### src/sv/bleadp_pkg.sv
// ----------------------------------------------------------------------------
// bleadp_pkg - shared types and codes for the advertising data parser
// Item and record layouts, record kinds and small record builders.
// ----------------------------------------------------------------------------
`default_nettype none

package bleadp_pkg;

	localparam int MaxRecs = 3;

	localparam logic [3:0] K_FLAGS      = 4'd0;
	localparam logic [3:0] K_UUID16     = 4'd1;
	localparam logic [3:0] K_UUID128_LO = 4'd2;
	localparam logic [3:0] K_UUID128_HI = 4'd3;
	localparam logic [3:0] K_NAME       = 4'd4;
	localparam logic [3:0] K_TXPOWER    = 4'd5;
	localparam logic [3:0] K_SVC_UUID   = 4'd6;
	localparam logic [3:0] K_SVC_BYTE   = 4'd7;
	localparam logic [3:0] K_MFR        = 4'd8;
	localparam logic [3:0] K_DONE       = 4'd9;
	localparam logic [3:0] K_ERROR      = 4'd10;

	// AD structure types
	localparam logic [7:0] ET_FLAGS      = 8'h01;
	localparam logic [7:0] ET_UUID16_P   = 8'h02;
	localparam logic [7:0] ET_UUID16_C   = 8'h03;
	localparam logic [7:0] ET_UUID128_P  = 8'h06;
	localparam logic [7:0] ET_UUID128_C  = 8'h07;
	localparam logic [7:0] ET_NAME_SHORT = 8'h08;
	localparam logic [7:0] ET_NAME_FULL  = 8'h09;
	localparam logic [7:0] ET_TX_POWER   = 8'h0A;
	localparam logic [7:0] ET_SVC_DATA   = 8'h16;
	localparam logic [7:0] ET_MFR        = 8'hFF;

	typedef struct packed {
		logic signed [7:0] rssi_dbm;
		logic              address_public;
		logic [47:0]       bd_address;
		logic [4:0]        report_length;
		logic              first_of_report;
		logic [7:0]        data_byte;
	} item_t;

	typedef struct packed {
		logic [3:0]        record_kind;
		logic [63:0]       value;
		logic              element_end;
		logic              report_last;
		logic [47:0]       out_address;
		logic              out_public;
		logic signed [7:0] out_rssi;
	} rec_t;

	// records of one input word, filled from index 0 up
	typedef struct packed {
		rec_t [MaxRecs-1:0] recs;
		logic [1:0]         count;
	} batch_t;

	function automatic rec_t mk_rec(input logic [3:0] kind, input logic [63:0] value,
			input logic ee);
		rec_t r;
		r             = '0;
		r.record_kind = kind;
		r.value       = value;
		r.element_end = ee;
		return r;
	endfunction

	// done or error record closing the report
	function automatic rec_t mk_end(input logic [3:0] kind, input item_t it);
		rec_t r;
		r             = '0;
		r.record_kind = kind;
		r.report_last = 1'b1;
		if (kind == K_DONE) begin
			r.out_address = it.bd_address;
			r.out_public  = it.address_public;
			r.out_rssi    = it.rssi_dbm;
		end
		return r;
	endfunction

endpackage

`default_nettype wire

### src/sv/bleadp_parse.sv
// ----------------------------------------------------------------------------
// bleadp_parse - structure parser state and record generation
// Holds the per-report parse state and works out the records of one byte.
// ----------------------------------------------------------------------------
`default_nettype none

module bleadp_parse
	import bleadp_pkg::*;
(
	input  wire logic   clk,
	input  wire logic   arst_n,
	input  wire item_t  item,
	input  wire logic   take,
	output batch_t      batch
);

	localparam logic [1:0] PH_LEN     = 2'd0;
	localparam logic [1:0] PH_TYPE    = 2'd1;
	localparam logic [1:0] PH_PAYLOAD = 2'd2;

	localparam logic [4:0] UUID16_BYTES  = 5'd2;
	localparam logic [4:0] UUID128_BYTES = 5'd16;

	logic [1:0]   phase_q, c_phase, n_phase;
	logic [7:0]   left_q, c_left, n_left;
	logic [7:0]   etype_q, c_etype, n_etype;
	logic [4:0]   pos_q, c_pos, n_pos;
	logic [127:0] acc_q, c_acc, n_acc, lane_acc;
	logic [4:0]   acnt_q, c_acnt, n_acnt, lane_acnt;
	logic         ab_q, c_ab, n_ab;

	logic [1:0]   nrec;
	logic         end_now;
	logic [7:0]   d;
	logic [4:0]   len;

	assign d   = item.data_byte;
	assign len = item.report_length;

	always_comb begin
		// a first word starts from cleared state
		c_phase = item.first_of_report ? PH_LEN : phase_q;
		c_left  = item.first_of_report ? '0 : left_q;
		c_etype = item.first_of_report ? '0 : etype_q;
		c_pos   = item.first_of_report ? '0 : pos_q;
		c_acc   = item.first_of_report ? '0 : acc_q;
		c_acnt  = item.first_of_report ? '0 : acnt_q;
		c_ab    = item.first_of_report ? 1'b0 : ab_q;

		lane_acc = c_acc;
		for (int i = 0; i < 16; i++) begin
			if (c_acnt[3:0] == 4'(i))
				lane_acc[i*8 +: 8] = lane_acc[i*8 +: 8] | d;
		end
		lane_acnt = c_acnt + 5'd1;

		n_phase = c_phase;
		n_left  = c_left;
		n_etype = c_etype;
		n_pos   = c_pos;
		n_acc   = c_acc;
		n_acnt  = c_acnt;
		n_ab    = c_ab;
		nrec    = '0;
		end_now = 1'b0;
		batch   = '0;

		if (len == '0) begin
			if (item.first_of_report) begin
				batch.recs[nrec] = mk_end(K_DONE, item);
				nrec = nrec + 2'd1;
				n_ab = 1'b1;
			end
		end else if (!c_ab && c_pos < len) begin
			n_pos = c_pos + 5'd1;
			unique case (c_phase)
				PH_LEN: begin
					if (d == '0) begin
						batch.recs[nrec] = mk_end(K_DONE, item);
						nrec = nrec + 2'd1;
						n_ab = 1'b1;
						end_now = 1'b1;
					end else if ({4'b0, c_pos} + 9'd1 + {1'b0, d} > {4'b0, len}) begin
						batch.recs[nrec] = mk_end(K_ERROR, item);
						nrec = nrec + 2'd1;
						n_ab = 1'b1;
						end_now = 1'b1;
					end else begin
						n_left  = d;
						n_phase = PH_TYPE;
					end
				end
				PH_TYPE: begin
					n_etype = d;
					n_left  = c_left - 8'd1;
					n_acc   = '0;
					n_acnt  = '0;
					n_phase = (n_left != '0) ? PH_PAYLOAD : PH_LEN;
				end
				default: begin
					n_left = c_left - 8'd1;
					if (n_left == '0)
						n_phase = PH_LEN;
					unique case (c_etype) inside
						ET_FLAGS, ET_TX_POWER: begin
							// only the first payload byte counts
							if (c_acnt == '0) begin
								n_acnt = 5'd1;
								batch.recs[nrec] = mk_rec((c_etype == ET_FLAGS) ? K_FLAGS
									: K_TXPOWER, {56'b0, d}, 1'b1);
								nrec = nrec + 2'd1;
							end
						end
						ET_UUID16_P, ET_UUID16_C: begin
							n_acc  = lane_acc;
							n_acnt = lane_acnt;
							if (lane_acnt == UUID16_BYTES) begin
								batch.recs[nrec] = mk_rec(K_UUID16, lane_acc[63:0],
									n_left < 8'(UUID16_BYTES));
								nrec = nrec + 2'd1;
								n_acc  = '0;
								n_acnt = '0;
							end
						end
						ET_UUID128_P, ET_UUID128_C: begin
							n_acc  = lane_acc;
							n_acnt = lane_acnt;
							if (lane_acnt == UUID128_BYTES) begin
								batch.recs[nrec] = mk_rec(K_UUID128_LO, lane_acc[63:0], 1'b0);
								nrec = nrec + 2'd1;
								batch.recs[nrec] = mk_rec(K_UUID128_HI, lane_acc[127:64],
									n_left < 8'(UUID128_BYTES));
								nrec = nrec + 2'd1;
								n_acc  = '0;
								n_acnt = '0;
							end
						end
						ET_NAME_SHORT, ET_NAME_FULL: begin
							batch.recs[nrec] = mk_rec(K_NAME, {56'b0, d}, n_left == '0);
							nrec = nrec + 2'd1;
						end
						ET_SVC_DATA: begin
							if (c_acnt < UUID16_BYTES) begin
								n_acc  = lane_acc;
								n_acnt = lane_acnt;
								if (lane_acnt == UUID16_BYTES) begin
									batch.recs[nrec] = mk_rec(K_SVC_UUID, lane_acc[63:0],
										n_left == '0);
									nrec = nrec + 2'd1;
								end
							end else begin
								batch.recs[nrec] = mk_rec(K_SVC_BYTE, {56'b0, d}, n_left == '0);
								nrec = nrec + 2'd1;
							end
						end
						ET_MFR: begin
							batch.recs[nrec] = mk_rec(K_MFR, {56'b0, d}, n_left == '0);
							nrec = nrec + 2'd1;
						end
						default: begin
						end
					endcase
				end
			endcase
			if (!end_now && n_pos >= len) begin
				batch.recs[nrec] = mk_end(K_DONE, item);
				nrec = nrec + 2'd1;
				n_ab = 1'b1;
			end
		end
		batch.count = nrec;
	end

	always_ff @(posedge clk or negedge arst_n) begin
		if (!arst_n) begin
			phase_q <= PH_LEN;
			left_q  <= '0;
			etype_q <= '0;
			pos_q   <= '0;
			acc_q   <= '0;
			acnt_q  <= '0;
			ab_q    <= 1'b0;
		end else if (take) begin
			phase_q <= n_phase;
			left_q  <= n_left;
			etype_q <= n_etype;
			pos_q   <= n_pos;
			acc_q   <= n_acc;
			acnt_q  <= n_acnt;
			ab_q    <= n_ab;
		end
	end

	// once a report has ended nothing more comes out of it until the next first word
	a_quiet_after_end: assert property (@(posedge clk) disable iff (!arst_n)
		ab_q && !item.first_of_report |-> batch.count == 2'd0)
		else $error("record produced after report end");

	// three records only when a 128-bit UUID completes on the closing byte
	a_three_ends_done: assert property (@(posedge clk) disable iff (!arst_n)
		batch.count == 2'd3 |-> batch.recs[2].record_kind == K_DONE
			&& batch.recs[0].record_kind == K_UUID128_LO)
		else $error("bad three-record word");

	a_last_ends: assert property (@(posedge clk) disable iff (!arst_n)
		take && batch.count != 2'd0 && batch.recs[0].report_last |=> ab_q)
		else $error("report end not recorded");

endmodule

`default_nettype wire

### src/sv/bleadp_outbuf.sv
// ----------------------------------------------------------------------------
// bleadp_outbuf - result register and record serialiser
// Holds the records of one word and hands them out one per cycle while m_tready is high.
// ----------------------------------------------------------------------------
`default_nettype none

module bleadp_outbuf
	import bleadp_pkg::*;
(
	input  wire logic   clk,
	input  wire logic   arst_n,
	input  wire batch_t batch,
	input  wire logic   load,
	output logic        free,
	output logic        m_tvalid,
	input  wire logic   m_tready,
	output rec_t        rec
);

	rec_t [MaxRecs-1:0] rec_q;
	logic [1:0]         cnt_q;
	logic [1:0]         sel_q;
	logic               hs;
	logic               final_rec;

	assign m_tvalid  = cnt_q != '0;
	assign rec       = rec_q[sel_q];
	assign hs        = m_tvalid && m_tready;
	assign final_rec = (sel_q + 2'd1) == cnt_q;
	assign free      = (cnt_q == '0) || (hs && final_rec);

	always_ff @(posedge clk or negedge arst_n) begin
		if (!arst_n) begin
			cnt_q <= '0;
			sel_q <= '0;
		end else if (load) begin
			cnt_q <= batch.count;
			sel_q <= '0;
		end else if (hs) begin
			if (final_rec) begin
				cnt_q <= '0;
				sel_q <= '0;
			end else begin
				sel_q <= sel_q + 2'd1;
			end
		end
	end

	always_ff @(posedge clk) begin
		if (load)
			rec_q <= batch.recs;
	end

	a_sel_range: assert property (@(posedge clk) disable iff (!arst_n)
		cnt_q != '0 |-> sel_q < cnt_q)
		else $error("record select out of range");

	a_load_free: assert property (@(posedge clk) disable iff (!arst_n)
		load |-> free && batch.count != '0)
		else $error("load into busy buffer");

	a_last_is_final: assert property (@(posedge clk) disable iff (!arst_n)
		m_tvalid && rec.report_last |-> final_rec)
		else $error("report end before last record of word");

endmodule

`default_nettype wire

### src/sv/ble_adv_data_parser_unit.sv
// ----------------------------------------------------------------------------
// ble_adv_data_parser_unit - advertising data structure parser
// Splits advertising report bytes into typed records.
// ----------------------------------------------------------------------------
//  channel  dir  tdata (low bit up)                                  tuser            tlast
//  s_*      in   data_byte[8] report_length[5] bd_address[48]        first_of_report  -
//                address_public[1] rssi_dbm[8] pad[2]
//  m_*      out  value[64] out_address[48] out_public[1]             record_kind[4]   report_last
//                out_rssi[8] pad[7]                                  element_end[1]
//
//  One word enters the input register per cycle while s_tready is high; the parser
//  turns it into zero to three records, held in the result register that drives m_*.
//  A word giving several records holds the serialiser until its last is taken, so
//  input words flow at one per cycle only while each yields at most one record.
//  m_tready low holds the records and, once the input register is full, s_tready.
//  arst_n clears parse state and both valid flags.
// ----------------------------------------------------------------------------
`default_nettype none

module ble_adv_data_parser_unit
	import bleadp_pkg::*;
(
	input  wire logic         clk,
	input  wire logic         arst_n,
	input  wire logic         s_tvalid,
	output logic              s_tready,
	input  wire logic [71:0]  s_tdata,   // data_byte, report_length, bd_address, address_public, rssi_dbm
	input  wire logic         s_tuser,   // first_of_report
	output logic              m_tvalid,
	input  wire logic         m_tready,
	output logic [127:0]      m_tdata,   // value, out_address, out_public, out_rssi
	output logic [4:0]        m_tuser,   // record_kind, element_end
	output logic              m_tlast    // report_last
);

	logic   valid_s1;
	item_t  item_s1;
	batch_t batch;
	logic   free;
	logic   adv;
	rec_t   rec;

	// words with no records never wait for the serialiser
	assign adv      = valid_s1 && (batch.count == '0 || free);
	assign s_tready = !valid_s1 || adv;

	always_ff @(posedge clk or negedge arst_n) begin
		if (!arst_n)
			valid_s1 <= 1'b0;
		else if (s_tready)
			valid_s1 <= s_tvalid;
	end

	always_ff @(posedge clk) begin
		if (s_tready && s_tvalid) begin
			item_s1.data_byte       <= s_tdata[7:0];
			item_s1.report_length   <= s_tdata[12:8];
			item_s1.bd_address      <= s_tdata[60:13];
			item_s1.address_public  <= s_tdata[61];
			item_s1.rssi_dbm        <= s_tdata[69:62];
			item_s1.first_of_report <= s_tuser;
		end
	end

	bleadp_parse u_parse (
		.clk    (clk),
		.arst_n (arst_n),
		.item   (item_s1),
		.take   (adv),
		.batch  (batch)
	);

	bleadp_outbuf u_outbuf (
		.clk      (clk),
		.arst_n   (arst_n),
		.batch    (batch),
		.load     (adv && batch.count != '0),
		.free     (free),
		.m_tvalid (m_tvalid),
		.m_tready (m_tready),
		.rec      (rec)
	);

	assign m_tdata = {7'b0, rec.out_rssi, rec.out_public, rec.out_address, rec.value};
	assign m_tuser = {rec.element_end, rec.record_kind};
	assign m_tlast = rec.report_last;

endmodule

`default_nettype wire
### config.mk
export PLATFORM = sky130hd
export DESIGN_NAME = ble_adv_data_parser_unit
export DESIGN_NICKNAME = d
export VERILOG_FILES = /design/src/sv/bleadp_pkg.sv /design/src/sv/bleadp_parse.sv /design/src/sv/bleadp_outbuf.sv /design/src/sv/ble_adv_data_parser_unit.sv
export SDC_FILE = /design/constraint.sdc
export NUM_CORES = 1
export LEC_CHECK = 0
export BUFFER_PORTS_ARGS = -buffer_cell sky130_fd_sc_hd__buf_2
export CORE_MARGIN = 4
export CORE_UTILIZATION = 55
export CTS_CLUSTER_SIZE = 25
export DETAILED_ROUTE_END_ITERATION = 10
export GPL_TIMING_DRIVEN = 1
export PLACE_DENSITY = 0.84
export SYNTH_ARGS = -nofsm -noshare
export SYNTH_HDL_FRONTEND = slang
export SYNTH_HIERARCHICAL = 1
export SYNTH_SLANG_ARGS = --single-unit
### constraint.sdc
create_clock -name clk -period 13.65 [get_ports clk]
set_input_delay 1.365 -clock clk [delete_from_list [all_inputs] [get_ports clk]]
set_output_delay 1.365 -clock clk [all_outputs]
set_load 0.01 [all_outputs]
* Word level (Yosys, flattened, before mapping) *
Index checks and enable logic that the tools add are counted.

storage, ports and cells
  bits in registers = 614
  input port bits = 77
  output and inout bits = 136
  logic and storage cells = 251

cells by class
  add/sub/neg operators = 7
  order comparisons = 9
  equality and inequality tests = 29
  muxes and demuxes = 115
  bitwise operators = 18
  reductions and logical operators = 36

operators by type and width
  cell                                                  count
  two-way mux 127 bit                                   12
  two-way mux 128 bit                                   6
  case mux 127 bit (6 select lines)                     1
  case mux 128 bit (3 select lines)                     1
  bitwise mux 381 bit                                   1
  case mux 128 bit (2 select lines)                     1
  binary-select mux 127 bit (select 2 bit)              1
  demux 127 bit (select 2 bit)                          1
  two-way mux 254 bit                                   1
  case mux 127 bit (2 select lines)                     1
  two-way mux 126 bit                                   2
  two-way mux 252 bit                                   1
  two-way mux 125 bit                                   2
  two-way mux 8 bit                                     26
  two-way mux 57 bit                                    3
  bitwise OR 8 bit                                      16
  two-way mux 124 bit                                   1
  two-way mux 5 bit                                     10
  two-way mux 2 bit                                     21
  equality test 4 bit (second input constant)           8
  equality test 8 x 4 -> 1 bit (second input constant)  3
  case mux 5 bit (4 select lines)                       1
  two-way mux 1 bit                                     17
  equality test 4 x 3 -> 1 bit (second input constant)  4
  41 further kinds                                      73

* Longest topological paths before layout *
  depth after elaboration = 20
  depth in mapped cells = 33
  gate-level depth less buffers = 25

* By module *
Netlist, hierarchy kept.

modules (own cells, without submodules)
  module                    instances  cells an instance  area an instance (µm²)  sequential area each (µm²)
  bleadp_outbuf             1          837                14,417.6                11,541.1
  bleadp_parse              1          1,550              12,121.6                3,928.8
  ble_adv_data_parser_unit  1          86                 2,258.4                 2,157.1

* Least setup slack after synthesis *
Ideal clock, no wire load.

  path type = register to register
  start point = register item_s1[8] (netlist name)
  end point = register u_outbuf.cnt_q[0]
  library setup time = 0.491 ns
  data arrival time = 13.252 ns
  data required time = 13.159 ns
  slack = -0.093 ns
  stages on the path, launching flop included = 26
  path buffers = 5
  clock period less this slack = 13.743 ns
  cell sequence = edfxtp_1 clkbuf_1 clkbuf_1 clkbuf_1 clkbuf_1 clkbuf_1 nand2b_1 ha_1 inv_1 ha_1 a221oi_1 a211o_1 inv_1 a21oi_1 xnor2_1 ha_1 o22ai_1 a21oi_1 nor4_1 or3_1 nand2_1 ha_1 mux2_2 nor2_1 o211a_1 o21ai_0

RTL lines
  item                  RTL line                        text
  from (decl)           ble_adv_data_parser_unit.sv:37  item_t item_s1;
  to (signal assigned)  bleadp_outbuf.sv:37             cnt_q <= batch.count;
  to (decl)             bleadp_outbuf.sv:21             logic [1:0] cnt_q;

==> impl_metrics.sql <==
INSERT INTO impl_metrics (metric_group, metric, value, unit) VALUES
('worst_setup_path', 'critical-path-top-cell-by-count', 'ha_1', ''),
('worst_setup_path', 'crit_path_max_incr_delay', '0.73', 'ns'),
('drt', 'post_drt_antenna_nets', '0', ''),
('worst_setup_path', 'crit_arrival', '8.41', 'ns'),
('placement', 'placer_s_final_routability_congestion_estimate', '0.868', ''),
('cts', 'clockRootBuffer', 'clkbuf_16', ''),
('finish', 'number_of_inserted_filler_cells_in_the_final_layout', '3786', ''),
('synth', 'syn-mean-instance-area', '11.6', 'µm²'),
('power_and_ir_drop', 'power.density_cell_area', '163', 'nW/µm²'),
('status', 'run_status', 'completed', ''),
('drt', 'drt_iter0_markers', '2145', ''),
('worst_setup_path', 'crit_path_max_fanout', '78', ''),
('timing', 'fin_crit', '7.86', 'ns'),
('synth', 'synth-seq-cells', '614', ''),
('timing', 'finalClockSkew', '0.0350', 'ns'),
('cts', 'cts-buffers-inserted', '60', ''),
('global_route', 'first_global_vias', '19433', ''),
('worst_setup_path', 'cp.required', '14.20', 'ns'),
('floorplan', 'initial_core_util', '55.8', '%'),
('cts', 'numClockSinks', '614', ''),
('drt', 'detail_route.drc_violations', '0', ''),
('drt', 'finalWirelength', '69900', 'µm'),
('cts', 'postCtsSetupBuffers', '0', ''),
('timing', 'hold_viol', '0', ''),
('synth', 'synth_top_cells_by_area', 'edfxtp_1, dfrtp_1, mux2i_1', ''),
('drt', 'viasPerCell', '6.06', ''),
('drt', 'dr_total_vias', '19902', ''),
('global_route', 'grt_remaining_overflow', '0', ''),
('floorplan', 'die_height', '237', 'µm'),
('drt', 'drt_pass1_iterations', '6', ''),
('floorplan', 'die_area', '56100', 'µm²'),
('timing', 'finalSetupTns', '0', 'ns'),
('timing', 'rsz0062_at_grt', 'no', ''),
('worst_setup_path', 'cp_slowest_cell', 'and3_1', ''),
('worst_setup_path', 'worst-path-buf-inv', '5', ''),
('worst_setup_path', 'worst_path_dominant_cell_family', 'simple AND/OR/NAND/NOR gates', ''),
('placement', 'place_worst_setup_slack', '5.99', 'ns'),
('timing', 'timing.slew.headroom', '11.9', '%'),
('power_and_ir_drop', 'power.static_leakage', '0.0121', 'µW'),
('placement', 'port_buffer_count', '203', ''),
('synth', 'synth_instances', '2473', ''),
('global_route', 'grt_use_total', '24.1', '%'),
('finish', 'area_growth_syn_to_layout', '9.83', '%'),
('synth', 'synthDistinctLibCells', '87', ''),
('cts', 'htreeDepth', '2', ''),
('drt', 'post_drt_wl_per_cell', '21.3', 'µm'),
('cts', 'insertion_delay', '0.64', 'ns'),
('synth', 'synth_top_cell_by_area', 'edfxtp_1', ''),
('timing', 'setup_ws', '5.79', 'ns'),
('finish', 'drive_above_1_share', '13.6', '%'),
('worst_setup_path', 'path_class', 'reg -> reg', ''),
('global_route', 'number_of_antenna_violations_at_the_first_check_in_global_routing', '5', ''),
('synth', 'ys_dominant_reg_cell', 'edfxtp_1', ''),
('cts', 'cts.clk_slew.worst_paths', '0.06', 'ns'),
('synth', 'synth_area', '28800', 'µm²'),
('power_and_ir_drop', 'ir_worst_vdd', '103', 'µV'),
('cts', 'clockBufferDepth', '3', ''),
('floorplan', 'floorplan.io_pins', '213', ''),
('cts', 'hold_fix_buffers_cts', '0', ''),
('global_route', 'wire_length_of_the_first_global_routing_pass', '109000', 'µm'),
('synth', 'synth_enable_flop_cells', '452', ''),
('cts', 'number_of_gates_resized_after_cts', '0', ''),
('timing', 'report.final.setup_viol', '0', ''),
('placement', 'dpl.hpwl', '40700', 'µm'),
('global_route', 'pin_count_of_the_biggest_net_entering_global_routing', '198', ''),
('timing', 'max_freq', '127', 'MHz'),
('timing', 'min_period_over_period', '57.6', '%'),
('cts', 'cts_tree', 'done', ''),
('floorplan', 'core.rowCount', '83', ''),
('timing', 'finalMaxSlewViolations', '0', ''),
('floorplan', 'placeableCoreArea', '51600', 'µm²'),
('synth', 'synth_async_sr_flop_share', '26.4', '%'),
('timing', 'worst_slew_pin_slew', '1.32', 'ns'),
('worst_setup_path', 'setup.worst_path.start_class', 'flop', ''),
('finish', 'final_net_count', '2656', ''),
('synth', 'yosys.area.top_type_share', '47.1', '%'),
('min_path', 'worstHoldPathType', 'reg -> reg', ''),
('worst_setup_path', 'worstSetupEndpointType', 'flop', ''),
('synth', 'synth_warnings', '6', ''),
('floorplan', 'die_width', '237', 'µm'),
('run', 'maxCapViolCount', '0', ''),
('synth', 'synth_seq_area_share', '61.2', '%');
[placed cells by master, fill, tap and decap left out, drive strengths merged, types with 4 or more instances in the layout]
cell type / Yosys / final
o22ai: 4 / 4
nor2b: 176 / 176
nand3: 23 / 23
diode: 0 / 6
a22oi: 8 / 8
nor3: 16 / 16
o21ai: 166 / 166
o21a: 4 / 4
and3: 127 / 127
and2: 18 / 18
ha: 30 / 30
inv: 36 / 37
nor2: 203 / 203
a211o: 6 / 6
o211ai: 4 / 4
clkinv: 0 / 16
buf: 141 / 233
conb: 2 / 75
a22o: 76 / 76
nor4: 6 / 6
xor2: 8 / 8
nor3b: 4 / 4
a21oi: 149 / 149
dfrtp: 162 / 162
nand4: 15 / 15
o311ai: 4 / 4
xnor2: 5 / 5
or4: 4 / 4
or3: 5 / 5
a221o: 5 / 5
nand2b: 19 / 19
edfxtp: 452 / 452
o31ai: 5 / 5
nand3b: 4 / 4
or2: 7 / 7
clkbuf: 151 / 92
mux2i: 130 / 130
a41oi: 39 / 39
a2bb2oi: 12 / 12
nand2: 190 / 190
[worst register-to-register path, stage by stage, from the launching register on]
cell and delay, ns:
edfxtp_1 0.33, buf_4 0.62, nand2b_1 0.29, ha_1 0.27, inv_1 0.07, ha_1 0.24
a221oi_1 0.23, a211o_1 0.20, inv_1 0.05, a21oi_1 0.16, xnor2_1 0.14, ha_1 0.26
o22ai_1 0.15, a21oi_1 0.12, nor4_1 0.70, or3_1 0.27, nand2_1 0.11, ha_1 0.28
mux2_2 0.13, nor2_1 0.07, o21ba_2 0.30, nor2b_1 0.11, buf_4 0.22, nand3_1 0.61
nor2_4 0.25, buf_4 0.62, and3_1 0.75, a22o_1 0.23
[final timing paths]
| path | from | to | slack, ns | cells after the start |
|---|---|---|---|---|
| max | item_s1[8]$_DFFE_PP_ | u_parse/acc_q[74]$_DFFE_PN0P_ | 5.79 | 27 |
| min reg2reg | u_parse/ab_q$_DFFE_PN0P_ | u_parse/ab_q$_DFFE_PN0P_ | 0.48 | 2 |
| max reg2reg | item_s1[8]$_DFFE_PP_ | u_parse/acc_q[74]$_DFFE_PN0P_ | 5.79 | 27 |
| min | u_parse/ab_q$_DFFE_PN0P_ | u_parse/ab_q$_DFFE_PN0P_ | 0.48 | 2 |
| min in group asynchronous | arst_n | u_parse/acc_q[25]$_DFFE_PN0P_ | 0.80 | 1 |
| max in group asynchronous | arst_n | u_outbuf/sel_q[1]$_DFFE_PN0P_ | 11.23 | 2 |
[synthesized netlist by cell type (6+ instances only)]
cell       count
a211o_1        6
a21oi_1      149
a22o_1        76
a22oi_1        8
a2bb2oi_1     12
a41oi_1       39
and2_1        18
and3_1       127
buf_1         17
buf_2         20
buf_4         84
buf_6         20
clkbuf_1     150
dfrtp_1      162
edfxtp_1     452
ha_1          30
inv_1         36
mux2i_1      130
nand2_1      190
nand2b_1      19
nand3_1       23
nand4_1       15
nor2_1       202
nor2b_1      176
nor3_1        15
nor4_1         6
o21ai_0       89
o21ai_1       77
or2_2          6
xor2_1         8
[state kept, by name, indices dropped and copies added, names as in the netlist]
| name | count |
|---|---|
| u_outbuf/rec_q | 381 |
| u_parse/acc_q | 128 |
| item_s1 | 71 |
| u_parse/etype_q | 8 |
| u_parse/left_q | 8 |
| u_parse/acnt_q | 5 |
| u_parse/pos_q | 5 |
| u_outbuf/cnt_q | 2 |
| u_outbuf/sel_q | 2 |
| u_parse/phase_q | 2 |
| u_parse/ab_q | 1 |
| valid_s1 | 1 |
[per-stage QoR]
step	utilization [%]	hold slack (ns)	cell area, µm²	std cells	total power [µW]
floorplan	-	0.441	29100	2546	3240
global placement	57.5	0.459	29700	3167	3500
detailed placement	57.5	0.468	29700	3167	3560
CTS	61.2	0.486	31600	3278	5170
global route	61.3	0.508	31600	3282	5360
finish	61.3	0.482	31600	3284	5150
[cells by family after synthesis]
family,synth area share (%)
xor+xnor,0.395
compound gates,11.8
other cells,0.0261
fa+ha+maj,1.30
flops,61.2
buf+inv,5.98
simple gates,14.7
mux,4.64
[power by group]
| part | switching (µW) | total [µW] | internal, µW |
|---|---|---|---|
| sequential | 130 | 2560 | 2430 |
| clock | 706 | 1620 | 914 |
| combinational | 682 | 971 | 288 |
| total | 1520 | 5150 | 3630 |
[area by class of cell]
cell class / count / area [µm²] / area share, %
multi-input combinational: 1604 / 9760 / 30.9
tap: 680 / 851 / 2.69
sequential: 614 / 17600 / 55.8
inverter: 36 / 135 / 0.427
clock buffer: 92 / 1760 / 5.58
antenna: 6 / 15.0 / 0.0475
clock inverter: 19 / 191 / 0.605
timing repair buffer: 233 / 1270 / 4.02
[per-layer routing]
| metal | vias up | global-route usage [%] | routed length, µm |
|---|---|---|---|
| met2 | 882 | 40.1 | 34400 |
| met3 | 162 | 3.98 | 5340 |
| met1 | 9918 | 32.7 | 27900 |
| met4 | 2 | 7.66 | 2220 |
| met5 | - | 0 | 13 |
| li1 | 8938 | - | - |
Power figures use the tool's default switching activity.
